$ cat config.mk
export PLATFORM = sky130hd
export DESIGN_NAME = byte_set_mode_finder_top
export DESIGN_NICKNAME = d
export VERILOG_FILES = /design/src/hw/rtl/bsmf_pkg.sv /design/src/hw/rtl/bsmf_store.sv /design/src/hw/rtl/byte_set_mode_finder_top.sv
export SDC_FILE = /design/constraint.sdc
export NUM_CORES = 1
export LEC_CHECK = 0
export ABC_AREA = 1
export BUFFER_PORTS_ARGS = -buffer_cell sky130_fd_sc_hd__buf_4
export CAP_MARGIN = 15
export CORE_MARGIN = 10
export CORE_UTILIZATION = 35
export DETAILED_ROUTE_END_ITERATION = 12
export GPL_TIMING_DRIVEN = 0
export MAX_ROUTING_LAYER = met4
export PLACE_DENSITY = 0.6
export SYNTH_ARGS = -nofsm -noshare
export SYNTH_HDL_FRONTEND = slang
export SYNTH_SLANG_ARGS = --single-unit
$ cat constraint.sdc
create_clock -name clk_i -period 5.9 [get_ports clk_i]
set_input_delay 0.59 -clock clk_i [delete_from_list [all_inputs] [get_ports clk_i]]
set_output_delay 0.59 -clock clk_i [all_outputs]
set_load 0.02 [all_outputs]
$ cat src/hw/rtl/bsmf_pkg.sv
// Package for the byte-set mode finder: shared types and constants.
package bsmf_pkg;

  // Default capacity of the value store
  localparam int MaxElemsDefault = 16;
  // Most results emitted for one set
  localparam int MaxResults = 16;
  // Width and saturation limit of the reported frequency
  localparam int FreqW = 5;
  localparam int FreqMax = 31;

  // One input transaction
  typedef struct packed {
    logic [7:0] element_value;
    logic       last_element;
  } bsmf_in_t;

  // One result transaction
  typedef struct packed {
    logic [7:0]       mode_value;
    logic [FreqW-1:0] mode_frequency;
    logic             tie_present;
    logic             overflow_seen;
    logic             last_mode;
  } bsmf_out_t;

endpackage

$ cat src/hw/rtl/bsmf_store.sv
// Value store and per-entry count store, one write and one registered read each.
module bsmf_store import bsmf_pkg::*; #(
  parameter int MaxElems = MaxElemsDefault,
  localparam int AW = (MaxElems > 1) ? $clog2(MaxElems) : 1,
  localparam int CW = $clog2(MaxElems + 1)
) (
  input  logic          clk_i,
  input  logic          val_we_i,
  input  logic [AW-1:0] val_waddr_i,
  input  logic [7:0]    val_wdata_i,
  input  logic          cnt_we_i,
  input  logic [AW-1:0] cnt_waddr_i,
  input  logic [CW-1:0] cnt_wdata_i,
  input  logic [AW-1:0] raddr_i,
  output logic [7:0]    rval_o,
  output logic [CW-1:0] rcnt_o
);

  logic [7:0]    val_mem [MaxElems];
  logic [CW-1:0] cnt_mem [MaxElems];

  // value memory: write port and registered read
  always_ff @(posedge clk_i) begin
    if (val_we_i) begin
      val_mem[val_waddr_i] <= val_wdata_i;
    end
    rval_o <= val_mem[raddr_i];
  end

  // count memory: write port and registered read
  always_ff @(posedge clk_i) begin
    if (cnt_we_i) begin
      cnt_mem[cnt_waddr_i] <= cnt_wdata_i;
    end
    rcnt_o <= cnt_mem[raddr_i];
  end

endmodule

$ cat src/hw/rtl/byte_set_mode_finder_top.sv
// Top level of the byte-set mode finder: loading, counting and result sequencer.
// Loading: one value per cycle, busy stays low until the marked last value is taken.
// Evaluation with n stored values: counting compares each entry against every stored
// entry over the single read port, one compare a cycle; each result search is a scan
// of all n stored values, one scan per result plus one in all-modes mode.
// Results come one strobe each, never stalled; busy is low in the cycle of the last strobe.
// Reset clears control state and sets the all-modes setting cfg_all_q to 1; store contents are undefined.
module byte_set_mode_finder_top import bsmf_pkg::*; #(
  parameter int MaxElems = MaxElemsDefault
) (
  input  logic      clk_i,
  input  logic      rst_ni,
  input  logic      start,
  output logic      busy,
  input  bsmf_in_t  in_i,
  input  logic      cfg_we_i,
  input  logic      cfg_wdata_i,
  output logic      res_valid_o,
  output bsmf_out_t res_o
);

  localparam int AW = (MaxElems > 1) ? $clog2(MaxElems) : 1;
  localparam int CW = $clog2(MaxElems + 1);
  localparam int FW = (CW > FreqW) ? CW : FreqW;

  // sequencer states
  localparam logic [2:0] S_IDLE  = 3'd0;
  localparam logic [2:0] S_RDI   = 3'd1;
  localparam logic [2:0] S_LDI   = 3'd2;
  localparam logic [2:0] S_CSCAN = 3'd3;
  localparam logic [2:0] S_EINIT = 3'd4;
  localparam logic [2:0] S_ESCAN = 3'd5;

  logic [2:0]       state_q, state_d;
  logic [CW-1:0]    fill_q, fill_d;
  logic             ovf_q, ovf_d;
  logic             cfg_all_q;
  logic [CW-1:0]    i_q, i_d;
  logic [CW-1:0]    sc_q, sc_d;
  logic             issue_q, issue_d;
  logic [7:0]       cand_q, cand_d;
  logic [CW-1:0]    acc_q, acc_d;
  logic [CW-1:0]    top_q, top_d;
  logic [CW-1:0]    m_q, m_d;
  logic [7:0]       best_q, best_d;
  logic             best_vld_q, best_vld_d;
  logic [7:0]       pend_q, pend_d;
  logic             have_pend_q, have_pend_d;
  logic [7:0]       prev_q, prev_d;
  logic [FreqW-1:0] ecnt_q, ecnt_d;
  bsmf_out_t        res_q, res_d;
  logic             res_valid_q, res_valid_d;

  logic             val_we, cnt_we;
  logic [AW-1:0]    raddr;
  logic [7:0]       rval;
  logic [CW-1:0]    rcnt;
  logic             accept, scan_end, qualifies, finish_set;
  logic [FW-1:0]    top_ext;
  logic [FreqW-1:0] freq;

  bsmf_store #(
    .MaxElems(MaxElems)
  ) u_store (
    .clk_i      (clk_i),
    .val_we_i   (val_we),
    .val_waddr_i(fill_q[AW-1:0]),
    .val_wdata_i(in_i.element_value),
    .cnt_we_i   (cnt_we),
    .cnt_waddr_i(i_q[AW-1:0]),
    .cnt_wdata_i(acc_q),
    .raddr_i    (raddr),
    .rval_o     (rval),
    .rcnt_o     (rcnt)
  );

  assign busy   = (state_q != S_IDLE);
  assign accept = start && !busy;
  assign val_we = accept && (fill_q < CW'(MaxElems));
  assign raddr  = (state_q == S_RDI) ? i_q[AW-1:0] : sc_q[AW-1:0];

  // scan done once all addresses issued and the last read data consumed
  assign scan_end = (sc_q == fill_q) && !issue_q;
  assign cnt_we   = (state_q == S_CSCAN) && scan_end;

  // saturated frequency
  assign top_ext = FW'(top_q);
  assign freq    = (top_ext > FW'(FreqMax)) ? FreqW'(FreqMax) : top_ext[FreqW-1:0];

  // candidate test for the result search
  always_comb begin
    qualifies = 1'b0;
    if (issue_q && (rcnt == top_q)) begin
      if (cfg_all_q) begin
        qualifies = (!have_pend_q || (rval > prev_q)) && (!best_vld_q || (rval < best_q));
      end else begin
        qualifies = !best_vld_q || (rval > best_q);
      end
    end
  end

  // sequencer
  always_comb begin
    state_d     = state_q;
    fill_d      = fill_q;
    ovf_d       = ovf_q;
    i_d         = i_q;
    sc_d        = sc_q;
    issue_d     = issue_q;
    cand_d      = cand_q;
    acc_d       = acc_q;
    top_d       = top_q;
    m_d         = m_q;
    best_d      = best_q;
    best_vld_d  = best_vld_q;
    pend_d      = pend_q;
    have_pend_d = have_pend_q;
    prev_d      = prev_q;
    ecnt_d      = ecnt_q;
    res_d       = res_q;
    res_valid_d = 1'b0;
    finish_set  = 1'b0;

    // common result fields
    res_d.mode_frequency = freq;
    res_d.tie_present    = (m_q > top_q);
    res_d.overflow_seen  = ovf_q;

    // address issue for both scan kinds
    if ((state_q == S_CSCAN) || (state_q == S_ESCAN)) begin
      if (sc_q != fill_q) begin
        sc_d    = sc_q + CW'(1);
        issue_d = 1'b1;
      end else begin
        issue_d = 1'b0;
      end
    end

    case (state_q)
      S_IDLE: begin
        if (accept) begin
          if (val_we) begin
            fill_d = fill_q + CW'(1);
          end else begin
            ovf_d = 1'b1;
          end
          if (in_i.last_element) begin
            i_d     = '0;
            top_d   = '0;
            m_d     = '0;
            state_d = S_RDI;
          end
        end
      end
      S_RDI: begin
        state_d = S_LDI;
      end
      S_LDI: begin
        cand_d  = rval;
        sc_d    = '0;
        issue_d = 1'b0;
        acc_d   = '0;
        state_d = S_CSCAN;
      end
      S_CSCAN: begin
        if (issue_q && (rval == cand_q)) begin
          acc_d = acc_q + CW'(1);
        end
        if (scan_end) begin
          // running top count and number of entries that reach it
          if (acc_q > top_q) begin
            top_d = acc_q;
            m_d   = CW'(1);
          end else if (acc_q == top_q) begin
            m_d = m_q + CW'(1);
          end
          if (i_q + CW'(1) == fill_q) begin
            state_d = S_EINIT;
          end else begin
            i_d     = i_q + CW'(1);
            state_d = S_RDI;
          end
        end
      end
      S_EINIT: begin
        sc_d       = '0;
        issue_d    = 1'b0;
        best_vld_d = 1'b0;
        state_d    = S_ESCAN;
      end
      S_ESCAN: begin
        if (qualifies) begin
          best_d     = rval;
          best_vld_d = 1'b1;
        end
        if (scan_end) begin
          if (!cfg_all_q) begin
            // largest tied mode only
            res_d.mode_value = best_q;
            res_d.last_mode  = 1'b1;
            res_valid_d      = 1'b1;
            finish_set       = 1'b1;
          end else if (!best_vld_q) begin
            // no further mode: pending one is the last
            res_d.mode_value = pend_q;
            res_d.last_mode  = 1'b1;
            res_valid_d      = 1'b1;
            finish_set       = 1'b1;
          end else begin
            pend_d      = best_q;
            prev_d      = best_q;
            have_pend_d = 1'b1;
            state_d     = S_EINIT;
            if (have_pend_q) begin
              res_d.mode_value = pend_q;
              res_d.last_mode  = (ecnt_q == FreqW'(MaxResults - 1));
              res_valid_d      = 1'b1;
              ecnt_d           = ecnt_q + FreqW'(1);
              if (ecnt_q == FreqW'(MaxResults - 1)) begin
                finish_set = 1'b1;
              end
            end
          end
        end
      end
      default: begin
        state_d = S_IDLE;
      end
    endcase

    // set closed: clear for the next one
    if (finish_set) begin
      fill_d      = '0;
      ovf_d       = 1'b0;
      have_pend_d = 1'b0;
      ecnt_d      = '0;
      state_d     = S_IDLE;
    end
  end

  // control registers
  always_ff @(posedge clk_i or negedge rst_ni) begin
    if (!rst_ni) begin
      state_q     <= S_IDLE;
      fill_q      <= '0;
      ovf_q       <= 1'b0;
      cfg_all_q   <= 1'b1;
      issue_q     <= 1'b0;
      have_pend_q <= 1'b0;
      ecnt_q      <= '0;
      res_valid_q <= 1'b0;
    end else begin
      state_q     <= state_d;
      fill_q      <= fill_d;
      ovf_q       <= ovf_d;
      issue_q     <= issue_d;
      have_pend_q <= have_pend_d;
      ecnt_q      <= ecnt_d;
      res_valid_q <= res_valid_d;
      if (cfg_we_i) begin
        cfg_all_q <= cfg_wdata_i;
      end
    end
  end

  // datapath registers
  always_ff @(posedge clk_i) begin
    i_q        <= i_d;
    sc_q       <= sc_d;
    cand_q     <= cand_d;
    acc_q      <= acc_d;
    top_q      <= top_d;
    m_q        <= m_d;
    best_q     <= best_d;
    best_vld_q <= best_vld_d;
    pend_q     <= pend_d;
    prev_q     <= prev_d;
    res_q      <= res_d;
  end

  assign res_valid_o = res_valid_q;
  assign res_o       = res_q;

endmodule
; Word-level counts from Yosys, hierarchy flattened
; Memory sizes are Yosys's and may differ from the RTL's. A register that Yosys moved wholly into a read port is not among the register bits.
; Index checks and enable logic that the tools add are counted.
[word_totals]
n_memories = 2
mem_bits_rw = 208
input_bits = 14
out_inout_bits = 18
word_cells = 179
reg_bits = 84
[memory_table]
columns = name, depth, width, read_ports, rd_clocked_by_memory_dff, wr, line
row1 = u_store.val_mem, 16, 8, 1, 1, 1, bsmf_store.sv:19  ; logic [7:0] val_mem [MaxElems];
row2 = u_store.cnt_mem, 16, 5, 1, 1, 1, bsmf_store.sv:20  ; logic [CW-1:0] cnt_mem [MaxElems];
[classes]
reduce_logical = 45
order_cmp = 7
n_mux = 69
addsub = 6
eq_ne = 28
[op_table]
columns = operator, count
row1 = 2-to-1 mux 5 bit, 20
row2 = case mux 5 bit (2 select lines), 4
row3 = 2-to-1 mux 1 bit, 31
row4 = adder 5 x 1 -> 5 bit (second input constant), 6
row5 = 2-to-1 mux 3 bit, 8
row6 = 2-to-1 mux 8 bit, 3
row7 = nonzero test 2 bit, 12
row8 = equality test 5 bit, 4
row9 = AND reduction 5 bit, 4
row10 = inequality test 3 bit (second input constant), 6
row11 = case mux 3 bit (6 select lines), 1
row12 = > comparator 8 bit, 2
row13 = inequality test 2 bit (second input constant), 6
row14 = > comparator 5 bit, 2
row15 = AND reduction 2 bit, 5
row16 = AND reduction 3 bit, 3
row17 = equality test 8 bit, 1
row18 = < comparator 8 bit, 1
row19 = AND reduction 4 bit, 2
row20 = logical AND 1 bit, 7
row21 = equality test 3 x 2 -> 1 bit (second input constant), 2
row22 = equality test 3 bit (second input constant), 2
row23 = AND reduction 6 bit, 1
row24 = equality test 5 x 4 -> 1 bit (second input constant), 1
row25 = other kinds (14), 21

; Longest topological paths before layout
[logic_depth]
depth_word = 9
depth_mapped = 13
ltp_nobuf = 13

; By module
; From an unflattened synthesis, not the netlist that was laid out.
[unflattened]
hier_cells = 1399
hier_area_um2 = 13858.3
[by_module_without_submodules]
columns = mod, cells_per_inst, n_inst, seq_area_each_um2, area_per_inst_um2
row1 = bsmf_store, 908, 1, 6506.2, 9381.5
row2 = byte_set_mode_finder_top, 491, 1, 2313.5, 4476.8

; Least setup slack after synthesis
; Ideal clock, no wire load.
[synth_path]
path_kind = register to register
startpoint = register acc_q[4]
endpoint = register m_q[0] (enable)
arrival_ns = 1.768
required_time_ns = 5.549
setup_time_ns = 0.351
n_path_buf = 0
stages_incl_launch_ff = 10
setup_slack_ns = 3.780
period_less_slack_ns = 2.120
cell_sequence = edfxtp_1 > ha_1 > nand2_1 > nor2_1 > nand2_1 > o211ai_1 > nand2_1 > nand2_1 > inv_1 > a21oi_1
[synth_via]
elab_chain_cells = 3
elab_cells_between_ends = 4
cone_classes = order compare (1) / eq/ne (2) / reduce/logical (1)
[synth_lines]
columns = element, line
row1 = start: declaration, byte_set_mode_finder_top.sv:42  ; logic [CW-1:0] acc_q, acc_d;
row2 = start signal: assignment, byte_set_mode_finder_top.sv:271  ; acc_q <= acc_d;
row3 = > comparator 5 bit / equality test 5 bit (equally long branches), "byte_set_mode_finder_top.sv:171, byte_set_mode_finder_top.sv:174"
row4 = inequality test 3 x 1 -> 1 bit (no source line) (*), --
row5 = AND reduction 5 bit (no source line) (*), --
row6 = end signal: assignment, byte_set_mode_finder_top.sv:273  ; m_q <= m_d;
row7 = end: declaration, byte_set_mode_finder_top.sv:44  ; logic [CW-1:0] m_q, m_d;
; Every way passes the cells marked *; elsewhere a longest branch is shown, timed or not.
; A chain may end at the register's enable or synchronous reset.

; Worst setup path in the final report
[layout_path]
startpoint = register state_q[0]
endpoint = memory u_store.val_mem[12][5] (enable)
[layout_via]
elab_chain_cells = 6
[layout_lines]
columns = element, line
row1 = start: declaration, byte_set_mode_finder_top.sv:34  ; logic [2:0] state_q, state_d;
row2 = start signal: assignment, byte_set_mode_finder_top.sv:253  ; state_q <= state_d;
row3 = nonzero test 3 bit, byte_set_mode_finder_top.sv:77  ; assign busy = (state_q != S_IDLE);
row4 = logical NOT 1 bit, byte_set_mode_finder_top.sv:78  ; assign accept = start && !busy;
row5 = logical AND 1 bit, byte_set_mode_finder_top.sv:78
row6 = logical AND 1 bit, byte_set_mode_finder_top.sv:79  ; assign val_we = accept && (fill_q < CW'(MaxElems));
row7 = 2-to-1 mux 1 bit, bsmf_store.sv:24  ; if (val_we_i) begin
row8 = 2-to-1 mux 1 bit (not written as such), bsmf_store.sv:25  ; val_mem[val_waddr_i] <= val_wdata_i;
row9 = end: declaration, bsmf_store.sv:19
; Every way passes these cells.

==> implementation parameters <==
Parameter                              Value

Outcome
  Outcome    complete, no violations

Setup path
  Critical setup path kind    flip-flop to flip-flop
  Cell depth of the worst flop-to-flop path    5
  Worst-case register-to-register setup slack    3.05 ns
  FF-to-FF End    u_store.val_mem[12][5]
  Worst Setup End Kind    flip-flop
  Crit path launch type    flip-flop
  Worst r2r src    state_q[0]
  Endpoint arrival time on the critical path    3.00 ns
  Required @ worst endpoint    6.05 ns
  Crit-path max FO    8

GRT
  Total grt overflow    0
  Initial antenna violation count    0
  Largest net degree at the start of global routing    21
  Via count of the first global-routing pass    9315
  Overall global routing resource usage    14.5%
  First-pass GRT wire length    52.1 mm

Logic synthesis
  Fraction of the yosys area taken by sequential cells    64.7%
  Number of enable flip-flop cells after synthesis    262
  Mean instance size in the synthesized netlist    10.2 µm²
  Library cell with the largest summed area after synthesis    sky130_fd_sc_hd__edfxtp_1
  Warnings from Yosys    0
  Synthesized netlist net count    1393
  Leading cell types by count after synthesis    412 x sky130_fd_sc_hd__nand2_1, 262 x sky130_fd_sc_hd__edfxtp_1, 185 x sky130_fd_sc_hd__inv_1
  Number of distinct library cells after synthesis    35
  Netlist area before placement    0.0136 mm²
  Instance count of the mapped netlist    1340
  Share of the synthesized area in the top cell type    57.7%
  Largest cells by area after synthesis    sky130_fd_sc_hd__edfxtp_1 58%, sky130_fd_sc_hd__nand2_1 11%, sky130_fd_sc_hd__inv_1 5.1%
  Synth Register Bits    305
  Post-synth top flop    sky130_fd_sc_hd__edfxtp_1
  Most common cell in the synthesized netlist    sky130_fd_sc_hd__nand2_1
  Proportion of register bits with asynchronous set or reset after synthesis    5.90%

Timing
  Worst-Margin Slew    1.02 ns
  Slew margin rel.    31.8%
  RSZ-0062 raised after global routing    false
  Final Worst Setup Slack    3.05 ns
  Largest clock skew in the final design    0.0255 ns
  Final hold violation count    0
  Share of the clock period used by the worst path after layout    48.4%
  Hold Worst Slack    0.243 ns
  Total setup violations reported at the end of the flow    0
  Time the worst path needs with I/O delays and setup    2.85 ns
  Summed negative setup slack over all endpoints    0 ns
  Count of final max-slew check failures    0
  Fmax    350 MHz

Pwr
  Power per cell area    514 mW/mm²
  Internal Dissipation    4.86 mW
  Worst IR Drop VDD    0.000231 V
  Fraction of power spent switching nets    39.5%
  Power Total    8.04 mW
  Part of the total power dissipated in combinational logic    36.8%
  Share of total power in sequential cells    37.4%
  Share of power burned in the clock network    25.8%
  NetSw    3.17 mW
  Leak pwr    6.51 nW

Routing
  DR vias/cell    4.80
  Detailed-route wire length per cell    17.0 µm
  Number of vias after detailed routing    9351
  Post-Route WL    33.2 mm
  Residual DRC count    0
  Number of DRC markers after the initial detailed-route iteration    1008
  Detailed-routing iteration count for the pre-antenna-repair pass    5
  Remaining antenna violation count after routing    0

Place
  Post-placement worst setup slack    3.03 ns
  Cell area after placement    0.0145 mm²
  Post-DP HPWL    23.3 mm
  Count of buffers inserted at the top-level ports    31
  DP Cell Count    1890
  Routability cong.    0.900

Finish
  Post-route design area    0.0156 mm²
  Count of inserted antenna diode cells    0
  Final-stage net count    1463
  Finished Core Util    40.5%
  Final cell count without fillers    1950
  Fraction of layout cells with a size suffix above 1    8.03%
  Synthesis-to-layout area growth    14.7%

Die
  Area of the die    0.0472 mm²
  Core Rows    72
  Starting density of the core    35.3%
  Core Footprint    0.0386 mm²
  I/O pin cnt    32
  Die boundary width    217 µm
  Y dimension of the die    217 µm

Flow run
  # Max-Cap Violations    0

Clocking
  Clock-pin transition on the worst setup and hold timing paths    0.06 ns
  Buffers inserted during post-CTS setup optimization    0
  Post-CTS Hold Fix Bufs    1
  CTS tree    done
  H-tree depth    2
  Clock tree root buffer cell    sky130_fd_sc_hd__clkbuf_16
  Total clock buffers created by CTS    34
  Num Clock Sinks    305
  Maximum root-to-sink buffer count    3
  Number of gates resized after cts    0
  Clock latency at the later pin of the worst-skew pair    0.53 ns

Worst hold path
  WHS Path Cells    2
  End point of the worst hold path    cfg_all_q
  Startpoint of the tightest hold check path    cfg_we_i
  Type of the worst min-delay path    input port to flip-flop
[cell usage in the layout (no fill, tap or decap), types with 16 or more instances in the layout]
master                      count
sky130_fd_sc_hd__a21oi_1       24
sky130_fd_sc_hd__buf_4         45
sky130_fd_sc_hd__clkbuf_1      34
sky130_fd_sc_hd__clkbuf_16     36
sky130_fd_sc_hd__dfrtp_1       17
sky130_fd_sc_hd__dfxtp_1       25
sky130_fd_sc_hd__edfxtp_1     262
sky130_fd_sc_hd__ha_1          39
sky130_fd_sc_hd__inv_1        185
sky130_fd_sc_hd__nand2_1      412
sky130_fd_sc_hd__nand3_1      130
sky130_fd_sc_hd__nor2_1        75
sky130_fd_sc_hd__o211ai_1      16
sky130_fd_sc_hd__o21ai_0       49
[worst max path at each step]
stage	end	slack, ns	cells after the start	start
3_3_place_gp	u_store.val_mem[12][3]	3.07	5	state_q[0]
2_1_floorplan	m_q[0]	3.78	9	acc_q[4]
5_1_grt	u_store.val_mem[12][5]	2.76	5	state_q[0]
3_5_place_dp	u_store.val_mem[12][4]	3.03	5	state_q[0]
4_1_cts	u_store.val_mem[12][5]	3.02	5	state_q[0]
6_report	u_store.val_mem[12][5]	3.05	5	state_q[0]
[power groups by stage]
stage / Sequential [mW] / Clock, mW / Combinational [mW]
2_1_floorplan: 2.96 / 0 / 1.94
3_3_place_gp: 3.05 / 0 / 2.87
3_5_place_dp: 3.06 / 0 / 2.93
4_1_cts: 3.02 / 2.10 / 2.94
5_1_grt: 3.05 / 2.20 / 3.31
6_report: 3.01 / 2.07 / 2.96
[kinds of logic (layout without fill, tap and decap cells)]
logic type | count (synthesis) | count (layout) | share of synthesized area [%]
flip-flops | 305 | 305 | 64.7
XOR/XNOR | 15 | 15 | 0.964
adder cells (fa/ha/maj) | 39 | 39 | 3.58
AO/OA/AOI/OAI | 98 | 98 | 4.07
buffers and inverters | 238 | 330 | 7.03
AND/OR/NAND/NOR | 645 | 645 | 19.6
[worst max-delay path, cell delays in order (launching register included)]
cell	delay, ns
sky130_fd_sc_hd__dfrtp_1	0.45
sky130_fd_sc_hd__nor3_1	0.50
sky130_fd_sc_hd__nand3_1	0.31
sky130_fd_sc_hd__inv_1	0.24
sky130_fd_sc_hd__nand2_1	0.27
sky130_fd_sc_hd__nor2_1	0.72
[layer usage]
layer / part of all wire [%] / track usage (%) / wire length, µm / vias to the layer above
li1: - / - / - / 4551
met1: 43 / 17.9 / 14300 / 4459
met2: 48 / 24.3 / 16000 / 276
met3: 6.1 / 2.23 / 2030 / 65
met4: 2.5 / 4.15 / 824 / 0
met5: 0 / - / 0 / -
[registers in the layout (all words and copies together), names as in the netlist, 3 cells and up]
signal	flops
state_q	3
res_o	16
acc_q	5
cand_q	8
u_store.rcnt_o	5
ecnt_q	5
fill_q	5
sc_q	5
m_q	5
u_store.rval_o	8
u_store.cnt_mem	80
best_q	8
top_ext	5
i_q	5
prev_q	8
u_store.val_mem	128
[layout make-up]
type | count | area, µm²
buffer | 49 | 249
clock buffer | 51 | 1020
clock inverter | 7 | 77.6
fill | 3726 | 22900
inverter | 189 | 709
multi-input combinational | 797 | 3850
sequential | 305 | 8820
tap | 518 | 648
timing repair buffer | 34 | 258
(Power assumes the default switching activity.)
